File: src/design/lcbf_pkg.sv
// ----------------------------------------------------------------------------
// lcbf_pkg: shared types and constants of the LED cell breathing fader.
// Item and result layouts, per-cell state record, register indexes, resets.
// ----------------------------------------------------------------------------
package lcbf_pkg;

  // Input item of one transfer on the start channel.
  typedef struct packed {
    logic        kind;
    logic [4:0]  cell_index;
    logic [15:0] random_word;
  } in_item_t;

  // Result item, shown for one cycle with the strobe.
  typedef struct packed {
    logic [4:0] out_cell;
    logic [7:0] red;
    logic [7:0] green;
    logic [7:0] blue;
  } out_item_t;

  // State held for every cell in the cell memory.
  typedef struct packed {
    logic       rising;
    logic [7:0] lower_turn;
    logic [7:0] upper_turn;
    logic [7:0] level;
  } cell_state_t;

  // Item kinds.
  localparam logic KIND_TICK = 1'b0;
  localparam logic KIND_INIT = 1'b1;

  // Configuration register indexes.
  localparam logic [1:0] CFG_HUE        = 2'd0;
  localparam logic [1:0] CFG_SATURATION = 2'd1;
  localparam logic [1:0] CFG_FADE_STEP  = 2'd2;

  // Register reset values.
  localparam logic [8:0] HUE_RESET  = 9'd0;
  localparam logic [7:0] SAT_RESET  = 8'd255;
  localparam logic [7:0] STEP_RESET = 8'd5;

  // Number of cells that the five-bit cell index can address.
  localparam int unsigned CELL_SPAN = 32;

  // Brightness ceiling and the window of a re-initialising draw (10 up to 99).
  localparam logic [7:0] LEVEL_FULL = 8'd255;
  localparam logic [7:0] INIT_LO    = 8'd10;
  localparam logic [7:0] INIT_SPAN  = 8'd90;

  // Hue sectors: h/60 by multiplying with 1093/65536, exact for any 9-bit hue.
  localparam int unsigned SECTOR_DEG = 60;
  localparam int unsigned SECTORS    = 6;
  localparam logic [10:0] HUE_RECIP  = 11'd1093;
  // 255/60 is exactly 17/4.
  localparam logic [9:0]  F_SCALE    = 10'd17;

endpackage

File: src/design/lcbf_ram.sv
// ----------------------------------------------------------------------------
// lcbf_ram: generic single-port-write, single-port-read synchronous RAM.
// One write and one read per cycle; read data is registered.
// ----------------------------------------------------------------------------
module lcbf_ram #(
  parameter int unsigned WIDTH = 25,
  parameter int unsigned DEPTH = 32
) (
  input  logic                                       clk,
  input  logic                                       we,
  input  logic [((DEPTH > 1) ? $clog2(DEPTH) : 1)-1:0] waddr,
  input  logic [WIDTH-1:0]                           wdata,
  input  logic [((DEPTH > 1) ? $clog2(DEPTH) : 1)-1:0] raddr,
  output logic [WIDTH-1:0]                           rdata
);

  logic [WIDTH-1:0] mem [DEPTH];
  logic [WIDTH-1:0] rdata_r;

  always_ff @(posedge clk) begin
    if (we) begin
      mem[waddr] <= wdata;
    end
    rdata_r <= mem[raddr];
  end

  assign rdata = rdata_r;

endmodule

File: src/design/led_cell_breathing_fader.sv
// ----------------------------------------------------------------------------
// led_cell_breathing_fader: per-cell LED breathing fader with HSV colouring.
// Each start transfer gives one result strobe. Distinct cells transfer every cycle unless
// the settle counter holds busy; a cell still in the 5-stage read-modify-write of the cell
// memory holds busy until written. Reset clears all cells at once by valid flags; busy
// stays high after reset or a configuration write while the hue terms are recomputed.
// ----------------------------------------------------------------------------
module led_cell_breathing_fader #(
  parameter int unsigned CELLS = 32
) (
  input  logic                clk,
  input  logic                rst_n,
  input  logic                start,
  output logic                busy,
  input  lcbf_pkg::in_item_t  in_item,
  output logic                out_strobe,
  output lcbf_pkg::out_item_t out_item,
  input  logic                cfg_valid,
  output logic                cfg_ready,
  input  logic [1:0]          cfg_index,
  input  logic [8:0]          cfg_data
);

  localparam int unsigned DEPTH = (CELLS < lcbf_pkg::CELL_SPAN) ? CELLS : lcbf_pkg::CELL_SPAN;
  localparam int unsigned AW    = (DEPTH > 1) ? $clog2(DEPTH) : 1;
  localparam int unsigned SW    = $bits(lcbf_pkg::cell_state_t);
  localparam logic [2:0] SETTLE_CYCLES = 3'd4;

  // Hue sectors in order around the colour wheel; the last one is the default arm.
  localparam logic [2:0] SEC_RED_YELLOW   = 3'd0;
  localparam logic [2:0] SEC_YELLOW_GREEN = 3'd1;
  localparam logic [2:0] SEC_GREEN_CYAN   = 3'd2;
  localparam logic [2:0] SEC_CYAN_BLUE    = 3'd3;
  localparam logic [2:0] SEC_BLUE_MAGENTA = 3'd4;

  typedef enum logic [1:0] {DRAW_NONE, DRAW_LOWER, DRAW_UPPER} draw_sel_t;

  // Per-item record carried down the pipeline.
  typedef struct packed {
    logic [4:0]            cell_id;
    logic                  inr;
    lcbf_pkg::cell_state_t ent;
    draw_sel_t             sel;
    logic [7:0]            base;
    logic                  div;
    logic [7:0]            dvs;
  } trip_t;

  // x/255 for x up to 255*255.
  function automatic logic [7:0] div255(input logic [15:0] x);
    logic [16:0] t;
    t = {1'b0, x} + {9'd0, x[15:8]} + 17'd1;
    return t[15:8];
  endfunction

  // Four restoring remainder steps, most significant word bit first.
  function automatic logic [7:0] rem_step4(input logic [7:0] rem, input logic [3:0] bits,
                                           input logic [7:0] d);
    logic [8:0] r;
    logic [7:0] acc;
    acc = rem;
    for (int i = 3; i >= 0; i--) begin
      r = {acc, bits[i]};
      if (r >= {1'b0, d}) begin
        r = r - {1'b0, d};
      end
      acc = r[7:0];
    end
    return acc;
  endfunction

  // Configuration registers and settle counter.
  logic [8:0] hue_r;
  logic [7:0] sat_r;
  logic [7:0] step_r;
  logic [2:0] settle_r;
  logic       cfg_we;

  assign cfg_ready = 1'b1;
  assign cfg_we    = cfg_valid && cfg_ready;

  always_ff @(posedge clk) begin
    if (!rst_n) begin
      hue_r    <= lcbf_pkg::HUE_RESET;
      sat_r    <= lcbf_pkg::SAT_RESET;
      step_r   <= lcbf_pkg::STEP_RESET;
      settle_r <= SETTLE_CYCLES;
    end else begin
      if (cfg_we) begin
        unique case (cfg_index)
          lcbf_pkg::CFG_HUE:        hue_r  <= cfg_data;
          lcbf_pkg::CFG_SATURATION: sat_r  <= cfg_data[7:0];
          lcbf_pkg::CFG_FADE_STEP:  step_r <= cfg_data[7:0];
          default: ;
        endcase
        settle_r <= SETTLE_CYCLES;
      end else if (settle_r != 3'd0) begin
        settle_r <= settle_r - 3'd1;
      end
    end
  end

  // Hue and saturation terms shared by every cell, rebuilt through hq_r, f_r, fsp_r and kq_r/kt_r.
  logic [19:0] hue_prod;
  logic [3:0]  hq_r;
  logic [5:0]  hrem;
  logic [9:0]  f_scaled;
  logic [2:0]  sector_nxt;
  logic [7:0]  f_r;
  logic [2:0]  sector_r;
  logic [15:0] fsp_r;
  logic [15:0] gsp_r;
  logic [7:0]  ps_r;
  logic [7:0]  kq_r;
  logic [7:0]  kt_r;

  assign hue_prod   = 20'(hue_r) * 20'(lcbf_pkg::HUE_RECIP);
  assign hrem       = 6'(hue_r - 9'(hq_r) * 9'(lcbf_pkg::SECTOR_DEG));
  assign f_scaled   = {4'd0, hrem} * lcbf_pkg::F_SCALE;
  assign sector_nxt = (hq_r >= 4'(lcbf_pkg::SECTORS)) ? 3'(hq_r - 4'(lcbf_pkg::SECTORS))
                                                       : hq_r[2:0];

  always_ff @(posedge clk) begin
    hq_r     <= hue_prod[19:16];
    f_r      <= f_scaled[9:2];
    sector_r <= sector_nxt;
    fsp_r    <= 16'(f_r) * 16'(sat_r);
    gsp_r    <= 16'(lcbf_pkg::LEVEL_FULL - f_r) * 16'(sat_r);
    ps_r     <= lcbf_pkg::LEVEL_FULL - sat_r;
    kq_r     <= lcbf_pkg::LEVEL_FULL - div255(fsp_r);
    kt_r     <= lcbf_pkg::LEVEL_FULL - div255(gsp_r);
  end

  // Pipeline registers.
  logic        s1_v_r, s2_v_r, s3_v_r, s4_v_r, s5_v_r;
  logic        s1_kind_r;
  logic [4:0]  s1_cell_r;
  logic [15:0] s1_word_r;
  logic        s1_inr_r;
  trip_t       s2_trip_r, s3_trip_r, s4_trip_r, s5_trip_r;
  logic [15:0] s2_word_r;
  logic [11:0] s3_word_r;
  logic [7:0]  s4_word_r;
  logic [3:0]  s5_word_r;
  logic [7:0]  s3_rem_r, s4_rem_r, s5_rem_r;
  logic [15:0] s3_mp_r, s3_mq_r, s3_mt_r;
  logic [7:0]  s4_red_r, s4_green_r, s4_blue_r;
  logic [7:0]  s5_red_r, s5_green_r, s5_blue_r;
  logic        out_strobe_r;
  lcbf_pkg::out_item_t out_item_r;
  logic [DEPTH-1:0] valid_r;

  logic          accept;
  logic          in_inr;
  logic          hit;
  logic [AW-1:0] rd_addr;
  logic [SW-1:0] rd_data;
  logic          wr_en;
  logic [AW-1:0] wr_addr;
  lcbf_pkg::cell_state_t wr_ent;

  // Interlock: a cell may not enter while an earlier item for it awaits write-back.
  assign hit = (s1_v_r && s1_cell_r == in_item.cell_index) ||
               (s2_v_r && s2_trip_r.cell_id == in_item.cell_index) ||
               (s3_v_r && s3_trip_r.cell_id == in_item.cell_index) ||
               (s4_v_r && s4_trip_r.cell_id == in_item.cell_index) ||
               (s5_v_r && s5_trip_r.cell_id == in_item.cell_index);
  assign busy    = (settle_r != 3'd0) || hit;
  assign accept  = start && !busy;
  assign in_inr  = 32'(in_item.cell_index) < CELLS;
  assign rd_addr = in_inr ? in_item.cell_index[AW-1:0] : '0;

  lcbf_ram #(
    .WIDTH(SW),
    .DEPTH(DEPTH)
  ) u_cell_ram (
    .clk  (clk),
    .we   (wr_en),
    .waddr(wr_addr),
    .wdata(wr_ent),
    .raddr(rd_addr),
    .rdata(rd_data)
  );

  always_ff @(posedge clk) begin
    if (!rst_n) begin
      s1_v_r       <= 1'b0;
      s2_v_r       <= 1'b0;
      s3_v_r       <= 1'b0;
      s4_v_r       <= 1'b0;
      s5_v_r       <= 1'b0;
      out_strobe_r <= 1'b0;
      valid_r      <= '0;
    end else begin
      s1_v_r       <= accept;
      s2_v_r       <= s1_v_r;
      s3_v_r       <= s2_v_r;
      s4_v_r       <= s3_v_r;
      s5_v_r       <= s4_v_r;
      out_strobe_r <= s5_v_r;
      if (wr_en) begin
        valid_r[wr_addr] <= 1'b1;
      end
    end
  end

  // Stage 1: state read back; decide the turn and the new level.
  lcbf_pkg::cell_state_t cur;
  logic [8:0] lv_s;
  logic [8:0] lo_s;
  logic       turn_fall;
  logic       turn_rise;
  trip_t      trip_nxt;

  always_comb begin
    cur = (s1_inr_r && valid_r[s1_cell_r[AW-1:0]]) ? lcbf_pkg::cell_state_t'(rd_data) : '0;
    lv_s = {1'b0, cur.level} + {1'b0, step_r};
    lo_s = {1'b0, cur.lower_turn} + {1'b0, step_r};
    turn_fall = cur.rising && (lv_s >= {1'b0, cur.upper_turn});
    turn_rise = !cur.rising && ({1'b0, cur.level} <= lo_s);
    trip_nxt.cell_id = s1_cell_r;
    trip_nxt.inr  = s1_inr_r;
    trip_nxt.ent  = cur;
    trip_nxt.sel  = DRAW_NONE;
    trip_nxt.base = 8'd0;
    trip_nxt.div  = 1'b0;
    trip_nxt.dvs  = 8'd0;
    if (s1_kind_r == lcbf_pkg::KIND_INIT) begin
      trip_nxt.ent.rising     = 1'b0;
      trip_nxt.ent.lower_turn = 8'd0;
      trip_nxt.ent.level      = 8'd0;
      trip_nxt.sel  = DRAW_UPPER;
      trip_nxt.base = lcbf_pkg::INIT_LO;
      trip_nxt.div  = 1'b1;
      trip_nxt.dvs  = lcbf_pkg::INIT_SPAN;
    end else begin
      if (turn_fall) begin
        trip_nxt.ent.rising = 1'b0;
        trip_nxt.sel  = DRAW_LOWER;
        trip_nxt.div  = cur.upper_turn > step_r;
        trip_nxt.dvs  = cur.upper_turn - step_r;
      end else if (turn_rise) begin
        trip_nxt.ent.rising = 1'b1;
        trip_nxt.sel  = DRAW_UPPER;
        trip_nxt.base = lo_s[7:0];
        // No draw once the new lower bound reaches full brightness.
        trip_nxt.div  = lo_s < {1'b0, lcbf_pkg::LEVEL_FULL};
        trip_nxt.dvs  = lcbf_pkg::LEVEL_FULL - lo_s[7:0];
      end
      trip_nxt.ent.level = trip_nxt.ent.rising ? cur.level + step_r : cur.level - step_r;
    end
  end

  // Stage 3 colour: scale the shared terms by the level and pick by sector.
  logic [7:0] c_v, c_p, c_q, c_t;
  logic [7:0] red_nxt, green_nxt, blue_nxt;

  always_comb begin
    c_v = s3_trip_r.ent.level;
    c_p = div255(s3_mp_r);
    c_q = div255(s3_mq_r);
    c_t = div255(s3_mt_r);
    unique case (sector_r)
      SEC_RED_YELLOW:   begin red_nxt = c_v; green_nxt = c_t; blue_nxt = c_p; end
      SEC_YELLOW_GREEN: begin red_nxt = c_q; green_nxt = c_v; blue_nxt = c_p; end
      SEC_GREEN_CYAN:   begin red_nxt = c_p; green_nxt = c_v; blue_nxt = c_t; end
      SEC_CYAN_BLUE:    begin red_nxt = c_p; green_nxt = c_q; blue_nxt = c_v; end
      SEC_BLUE_MAGENTA: begin red_nxt = c_t; green_nxt = c_p; blue_nxt = c_v; end
      default:          begin red_nxt = c_v; green_nxt = c_p; blue_nxt = c_q; end
    endcase
    if (!s3_trip_r.inr) begin
      red_nxt   = 8'd0;
      green_nxt = 8'd0;
      blue_nxt  = 8'd0;
    end
  end

  // Stage 5: last remainder bits, the drawn turning point and write-back.
  logic [7:0] rem_fin;
  logic [7:0] turn_val;

  always_comb begin
    rem_fin  = rem_step4(s5_rem_r, s5_word_r, s5_trip_r.dvs);
    turn_val = s5_trip_r.base + (s5_trip_r.div ? rem_fin : 8'd0);
    wr_ent   = s5_trip_r.ent;
    unique case (s5_trip_r.sel)
      DRAW_LOWER: wr_ent.lower_turn = turn_val;
      DRAW_UPPER: wr_ent.upper_turn = turn_val;
      default: ;
    endcase
  end

  assign wr_en   = s5_v_r && s5_trip_r.inr;
  assign wr_addr = s5_trip_r.cell_id[AW-1:0];

  // Payload registers of the pipeline.
  always_ff @(posedge clk) begin
    if (accept) begin
      s1_kind_r <= in_item.kind;
      s1_cell_r <= in_item.cell_index;
      s1_word_r <= in_item.random_word;
      s1_inr_r  <= in_inr;
    end
    s2_trip_r <= trip_nxt;
    s2_word_r <= s1_word_r;

    s3_trip_r <= s2_trip_r;
    s3_word_r <= s2_word_r[11:0];
    s3_rem_r  <= rem_step4(8'd0, s2_word_r[15:12], s2_trip_r.dvs);
    s3_mp_r   <= 16'(ps_r) * 16'(s2_trip_r.ent.level);
    s3_mq_r   <= 16'(kq_r) * 16'(s2_trip_r.ent.level);
    s3_mt_r   <= 16'(kt_r) * 16'(s2_trip_r.ent.level);

    s4_trip_r  <= s3_trip_r;
    s4_word_r  <= s3_word_r[7:0];
    s4_rem_r   <= rem_step4(s3_rem_r, s3_word_r[11:8], s3_trip_r.dvs);
    s4_red_r   <= red_nxt;
    s4_green_r <= green_nxt;
    s4_blue_r  <= blue_nxt;

    s5_trip_r  <= s4_trip_r;
    s5_word_r  <= s4_word_r[3:0];
    s5_rem_r   <= rem_step4(s4_rem_r, s4_word_r[7:4], s4_trip_r.dvs);
    s5_red_r   <= s4_red_r;
    s5_green_r <= s4_green_r;
    s5_blue_r  <= s4_blue_r;

    if (s5_v_r) begin
      out_item_r.out_cell <= s5_trip_r.cell_id;
      out_item_r.red      <= s5_red_r;
      out_item_r.green    <= s5_green_r;
      out_item_r.blue     <= s5_blue_r;
    end
  end

  assign out_strobe = out_strobe_r;
  assign out_item   = out_item_r;

endmodule

File: config.mk
export PLATFORM = sky130hd
export DESIGN_NAME = led_cell_breathing_fader
export DESIGN_NICKNAME = d
export VERILOG_FILES = /design/src/design/lcbf_pkg.sv /design/src/design/lcbf_ram.sv /design/src/design/led_cell_breathing_fader.sv
export SDC_FILE = /design/constraint.sdc
export NUM_CORES = 2
export LEC_CHECK = 0
export ABC_AREA = 1
export CAP_MARGIN = 25
export CELL_PAD_IN_SITES_DETAIL_PLACEMENT = 0
export CELL_PAD_IN_SITES_GLOBAL_PLACEMENT = 1
export CORE_ASPECT_RATIO = 0.7
export CORE_MARGIN = 3
export CORE_UTILIZATION = 35
export DETAILED_ROUTE_END_ITERATION = 12
export DONT_BUFFER_PORTS = 1
export PLACE_DENSITY_LB_ADDON = 0.1
export REMOVE_ABC_BUFFERS = 1
export SLEW_MARGIN = 15
export SYNTH_ARGS = -nofsm -noshare
export SYNTH_HDL_FRONTEND = slang
export SYNTH_SLANG_ARGS = --single-unit
File: constraint.sdc
create_clock -name clk -period 20.3 [get_ports clk]
set_input_delay 5.075 -clock clk [delete_from_list [all_inputs] [get_ports clk]]
set_output_delay 5.075 -clock clk [all_outputs]
set_load 0.01 [all_outputs]
Yosys cells after proc, flatten, opt, wreduce, memory -nomap -nowiden
Memories as Yosys holds them, arrays and structs flattened. A register that Yosys moved wholly into a read port is not among the register bits.
Index checks and enable logic that the tools add are counted.

operators by class
  muxes and demuxes = 38
  magnitude comparators = 24
  reduce and logical (&&, ||, !) cells = 28
  $add $sub $neg = 40
  shift operators = 0
  divide/modulo/power cells = 0
  bitwise gates (word level) = 3
  eq/ne operators = 13
  multiply operators = 8

operators with widths
  operator                                                              count
  8-bit 2-to-1 mux                                                      20
  9-bit by 8-bit >= comparator with 1-bit output                        16
  8-bit subtractor                                                      17
  16-bit by 1-bit adder with 16-bit output, second input constant       5
  16-bit by 8-bit adder with 16-bit output                              5
  8-bit case mux with 3 select lines                                    3
  8-bit by 8-bit multiplier with 16-bit output                          4
  32-bit bitwise OR                                                     1
  8-bit subtractor, first input constant                                4
  5-bit == test                                                         5
  25-bit 2-to-1 mux                                                     1
  9-bit by 11-bit multiplier with 20-bit output, second input constant  1
  19-bit 2-to-1 mux                                                     1
  8-bit by 8-bit adder with 9-bit output                                2
  8-bit adder                                                           2
  9-bit by 9-bit multiplier with 16-bit output                          1
  5-bit by 6-bit < comparator with 1-bit output, second input constant  2
  6-bit by 5-bit multiplier with 10-bit output, second input constant   1
  2-bit OR reduction                                                    5
  8-bit by 9-bit less-or-equal comparator with 1-bit output             1
  1-bit logical AND                                                     9
  9-bit by 8-bit < comparator with 1-bit output, second input constant  1
  9-bit 2-to-1 mux                                                      1
  8-bit by 8-bit subtractor with 9-bit output, first input constant     1
  other kinds (28)                                                      45

storage, ports and cells
  memories kept = 1
  register bits = 544
  bits in latches = 0
  bits in writable memories = 800
  logic and storage cells = 234
  memory bits (read-only) = 0

memories
  name            depth  bits a word  read ports  clocked after memory_dff  write ports  line            source
  u_cell_ram.mem  32     25           1           1                         1            lcbf_ram.sv:17  logic [WIDTH-1:0] mem [DEPTH];

Depth between registers and ports, before layout
  depth after elaboration = 11
  gate-level depth with buffers = 57
  depth with buffers taken out = 57

By module
From an unflattened synthesis, not the netlist that was laid out.

unflattened totals
  cells, all modules = 6929
  area total of the unflattened synthesis = 68235.4 sq um

modules (own cells, without submodules)
  module                    times used  cells each  area each (sq um)
  led_cell_breathing_fader  1           4155        35053.6
  lcbf_ram                  1           2774        33181.8

Worst setup path before layout
Ideal clock, no wire load.

  kind = input port to output port
  start = in in_item[16] (netlist bit)
  end = out busy
  data arrival time = 6236 ps
  stages = 9
  setup slack = 8989 ps
  cell sequence = buf_2 > inv_2 > clkbuf_1 > o21ai_0 > a221oi_1 > nand4_1 > nand4_1 > a31oi_1 > nand2_1

on the way
  word-level cells in the longest chain between the ends = 7

ends and longest elaborated chain
  element                                      line                                                              source
  start, declared                              led_cell_breathing_fader.sv:15                                    input lcbf_pkg::in_item_t in_item,
  5-bit == test, on equally long branches      led_cell_breathing_fader.sv:163, led_cell_breathing_fader.sv:164
  1-bit logical AND, on equally long branches  led_cell_breathing_fader.sv:163, led_cell_breathing_fader.sv:164
  1-bit logical OR                             led_cell_breathing_fader.sv:163                                   assign hit = (s1_v_r && s1_cell_r == in_item.cell_index) ||
  1-bit logical OR                             led_cell_breathing_fader.sv:164                                   (s2_v_r && s2_trip_r.cell_id == in_item.cell_index) ||
  1-bit logical OR                             led_cell_breathing_fader.sv:165                                   (s3_v_r && s3_trip_r.cell_id == in_item.cell_index) ||
  1-bit logical OR (*)                         led_cell_breathing_fader.sv:166                                   (s4_v_r && s4_trip_r.cell_id == in_item.cell_index) ||
  1-bit logical OR (*)                         led_cell_breathing_fader.sv:168                                   assign busy = (settle_r != 3'd0) || hit;
  end, declared                                led_cell_breathing_fader.sv:14                                    output logic busy,

Every way passes the cells marked *; elsewhere a longest branch is shown, timed or not.

Worst setup path in the final report
Ends and elaborated chain as after synthesis.

==> summary.txt <==
Status
  • Run status: complete, but fails checks
  • Violated checks: slew limit

Global route
  • Largest net degree at the start of global routing: around 400
  • Gr ovfl total: 0
  • Initial antenna violation count: 1
  • Total global-route track usage: between 20% and 30%
  • Number of global-route vias before repair: between 40000 and 50000
  • First-pass GRT wire length: roughly 300000 um

Clocking
  • # clock sinks: 1369
  • Clk slew on worst S/H paths: ~0.060 ns
  • CTS tree: built
  • Worst-Skew Late Latency: ~0.78 ns
  • Clock buffer depth: 3
  • Root Driver: clkbuf_16
  • H-tree levels: 4
  • TritonCTS buffer count: 143
  • Setup Fix Bufs, Post-CTS: 0
  • CTS hold repair buffers: 0
  • Post-cts gate resize count: 0

Hold path
  • Hold_sp: s4_trip_r[38]
  • Hold Path End: s5_trip_r[38]
  • Min-delay worst type: flip-flop to flip-flop
  • Hold depth: 0

Setup path
  • R2R Path End: u_cell_ram.mem[22][15]
  • CP dominant cell by count: nand2_1
  • Setup crit end kind: output port
  • CP Max Fanout: about 400
  • Crit path cell chain: inv_8 -> nand2_1 -> o21ai_0 -> a21oi_1 -> nand3_1 -> nand4_1 -> a31oi_1 -> nand2_1
  • R2R depth: between 50 and 60
  • WP buf/inv: 1
  • Type of element launching the critical path: input pin
  • WP data arrival: ~7.5 ns
  • RR Startpoint: s5_trip_r[1]
  • Worst path max stage delay: ~0.66 ns
  • CP required: roughly 15 ns
  • Slowest cell on crit path: inv_8
  • R2r setup slk: around 11 ns
  • Crit path max-delay family: buffers and inverters
  • Crit Path Category: input pin to output port

Die
  • Die area: about 0.2 sq mm
  • Die height: approximately 370 um
  • Die Wd: around 530 um
  • Num rows: 133
  • Initial core utilization: 35.3%
  • Ports: just under 70
  • Core Area: about 0.19 sq mm

STA
  • Min Tclk post-route: between 10 and 15 ns
  • Fmax: between 0.07 and 0.08 GHz
  • Max Slew Vio Count: 26
  • Fin. Hold Viols: 0
  • Setup Viol. Count Final: 0
  • Layout Skew: approximately 0.035 ns
  • Worst Max-Slew Pin Slew: approximately 1.5 ns
  • Final worst-path setup slack: approximately 7.7 ns
  • RSZ-0062 raised after global routing: no
  • Relative slew slack: -0.877%
  • Total negative slack: 0 ns
  • Final period util: between 60% and 70%

Layout
  • Diode count: 0
  • # nets final: 7067
  • Layout Cells excl Fill: 9000
  • Post-route cell area: 0.0743 sq mm
  • Fill cells: between 15000 and 20000
  • P&R area growth vs syn: 11.8%
  • Layout cells sized above 1: a little under 7%

Synth
  • EDFF count, synth: about 850
  • Synth warn: 0
  • Ys flop type: edfxtp_1
  • Ys async rst share: 0%
  • Post-synthesis average cell area: between 10 and 15 sq um
  • Cells after synthesis: between 6000 and 7000
  • Yosys reg bits: ~1400
  • Synthesized area: about 0.066 sq mm
  • Count of cell types in the netlist: slightly below 70
  • Post-synthesis sequential area ratio: 54.0%

Placement
  • Place WS: a little over 8 ns
  • Detail Placement HPWL: between 100000 and 150000 um
  • Placed Instances: approximately 8700
  • Area after DPL: 0.0696 sq mm
  • PortBufs: 0
  • RD Place Congestion: just over 0.8

Drt
  • Routed wire length: slightly below 200000 um
  • DR pass1 iterations: 5
  • Routed len/inst: 22.0 um
  • Remaining DRCs: 0
  • Post-route ant nets: 0
  • Initial DRC Count: approximately 4000
  • Via-to-Cell Ratio: approximately 5.1
  • Vias: 45500

Flow run
  • Max_cap viols: 0
layer usage:
metal / vias to the layer above / part of all wire (%) / track usage, %
met4: 0 / 1.6 / 3.82
li1: 21800 / - / -
met1: 22400 / 52 / 31.7
met3: 193 / 6.5 / 3.98
met5: - / 0 / 0
met2: 1210 / 40 / 28.3
cell type report:
class                   instances  area (sq um)  area share, %
clock inverters                64           734          0.988
well taps                    2497          3120           4.20
flip-flops and latches       1369         35900           48.4
inverters                     829          3130           4.21
multi-input cells            3960         26700           35.9
repair buffers                 82           761           1.02
clock buffers                 199          3940           5.30
placed cells by master (no fill, tap or decap), types with 29 or more instances in the layout:
cell type  Yosys  final
nand4_1       44     44
nor2_1       802    769
nor3_1        42     41
nand2_1      786    786
a31oi_1       29     29
buf_4          4     63
clkbuf_1     226     41
clkbuf_16      0    143
a21oi_1      207    207
nand3_1      166    166
ha_1         436    436
xor2_1       119    119
fa_1         209    209
inv_1        806    804
xnor2_1       64     64
nor2_4         3     36
o21ai_1       38     39
dfxtp_1      518    517
edfxtp_1     851    851
o21ai_0      576    562
o22ai_1       55     55
o221ai_1     160    160
how the worst max path moves through the flow:
stage	from	cells after the start	slack [ns]	to
5_1_grt	in_item[20]	8	8.07	busy
4_1_cts	in_item[20]	8	8.21	busy
3_5_place_dp	in_item[20]	8	8.22	busy
3_3_place_gp	in_item[19]	7	8.23	busy
6_report	in_item[16]	8	7.72	busy
2_1_floorplan	in_item[16]	6	6.52	busy
logic make-up after synthesis:
family | after synthesis | synth area share [%]
compound gates | 1208 | 10.8
xor+xnor | 183 | 2.41
fa+ha+maj | 645 | 14.5
buf+inv | 1090 | 6.29
flops | 1369 | 54.0
mux | 1 | 0.0169
other cells | 1 | 0.00564
simple gates | 1922 | 11.9
synth_stat cells, types with 7 or more instances:
cell	instances	area, sq um
a32oi_1	24	210
o21ai_2	13	114
o21bai_1	19	143
o221ai_1	160	1400
clkbuf_2	14	70.1
a211oi_1	11	82.6
a21oi_2	7	61.3
o211ai_1	22	165
o21ai_0	576	2880
inv_1	806	3030
dfxtp_1	518	10400
o21a_1	7	52.6
edfxtp_1	851	25600
o21ai_1	38	190
nand2_2	18	113
xnor2_1	64	561
nand2_1	786	2950
clkbuf_1	226	848
inv_2	16	60.1
nand3_1	166	831
o2111ai_1	8	70.1
nor4_1	8	50.1
nor2_1	802	3010
ha_1	436	5460
a31oi_1	29	181
xor2_1	119	1040
o22ai_1	55	344
nor3_1	42	210
nand4_1	44	275
or2_1	7	43.8
nand3_2	7	70.1
or2_2	13	81.3
a21oi_1	207	1040
fa_1	209	4180
metrics by stage:
| stage | util (%) | hold WS [ns] |
|---|---|---|
| 2_1_floorplan | - | 0.310 |
| 5_1_grt | 39.5 | 0.326 |
| 6_report | 39.5 | 0.317 |
| 4_1_cts | 39.5 | 0.316 |
| 3_5_place_dp | 37.0 | 0.312 |
| 3_3_place_gp | 36.9 | 0.310 |
registers in the layout, indices dropped and copies added (netlist names), 12 cells and up:
signal / count
u_cell_ram.mem: 800
s2_trip_r: 49
s4_trip_r: 49
s5_trip_r: 44
s3_trip_r: 41
valid_r: 32
out_item: 29
u_cell_ram.rdata: 25
fsp_r: 16
gsp_r: 16
s1_word_r: 16
s2_word_r: 16
s3_mp_r: 16
s3_mq_r: 16
s3_mt_r: 16
s3_word_r: 12
Power is left out: the tool's default activity adds up to more than one toggle a clock period on the data nets, which glitch-free logic cannot reach.
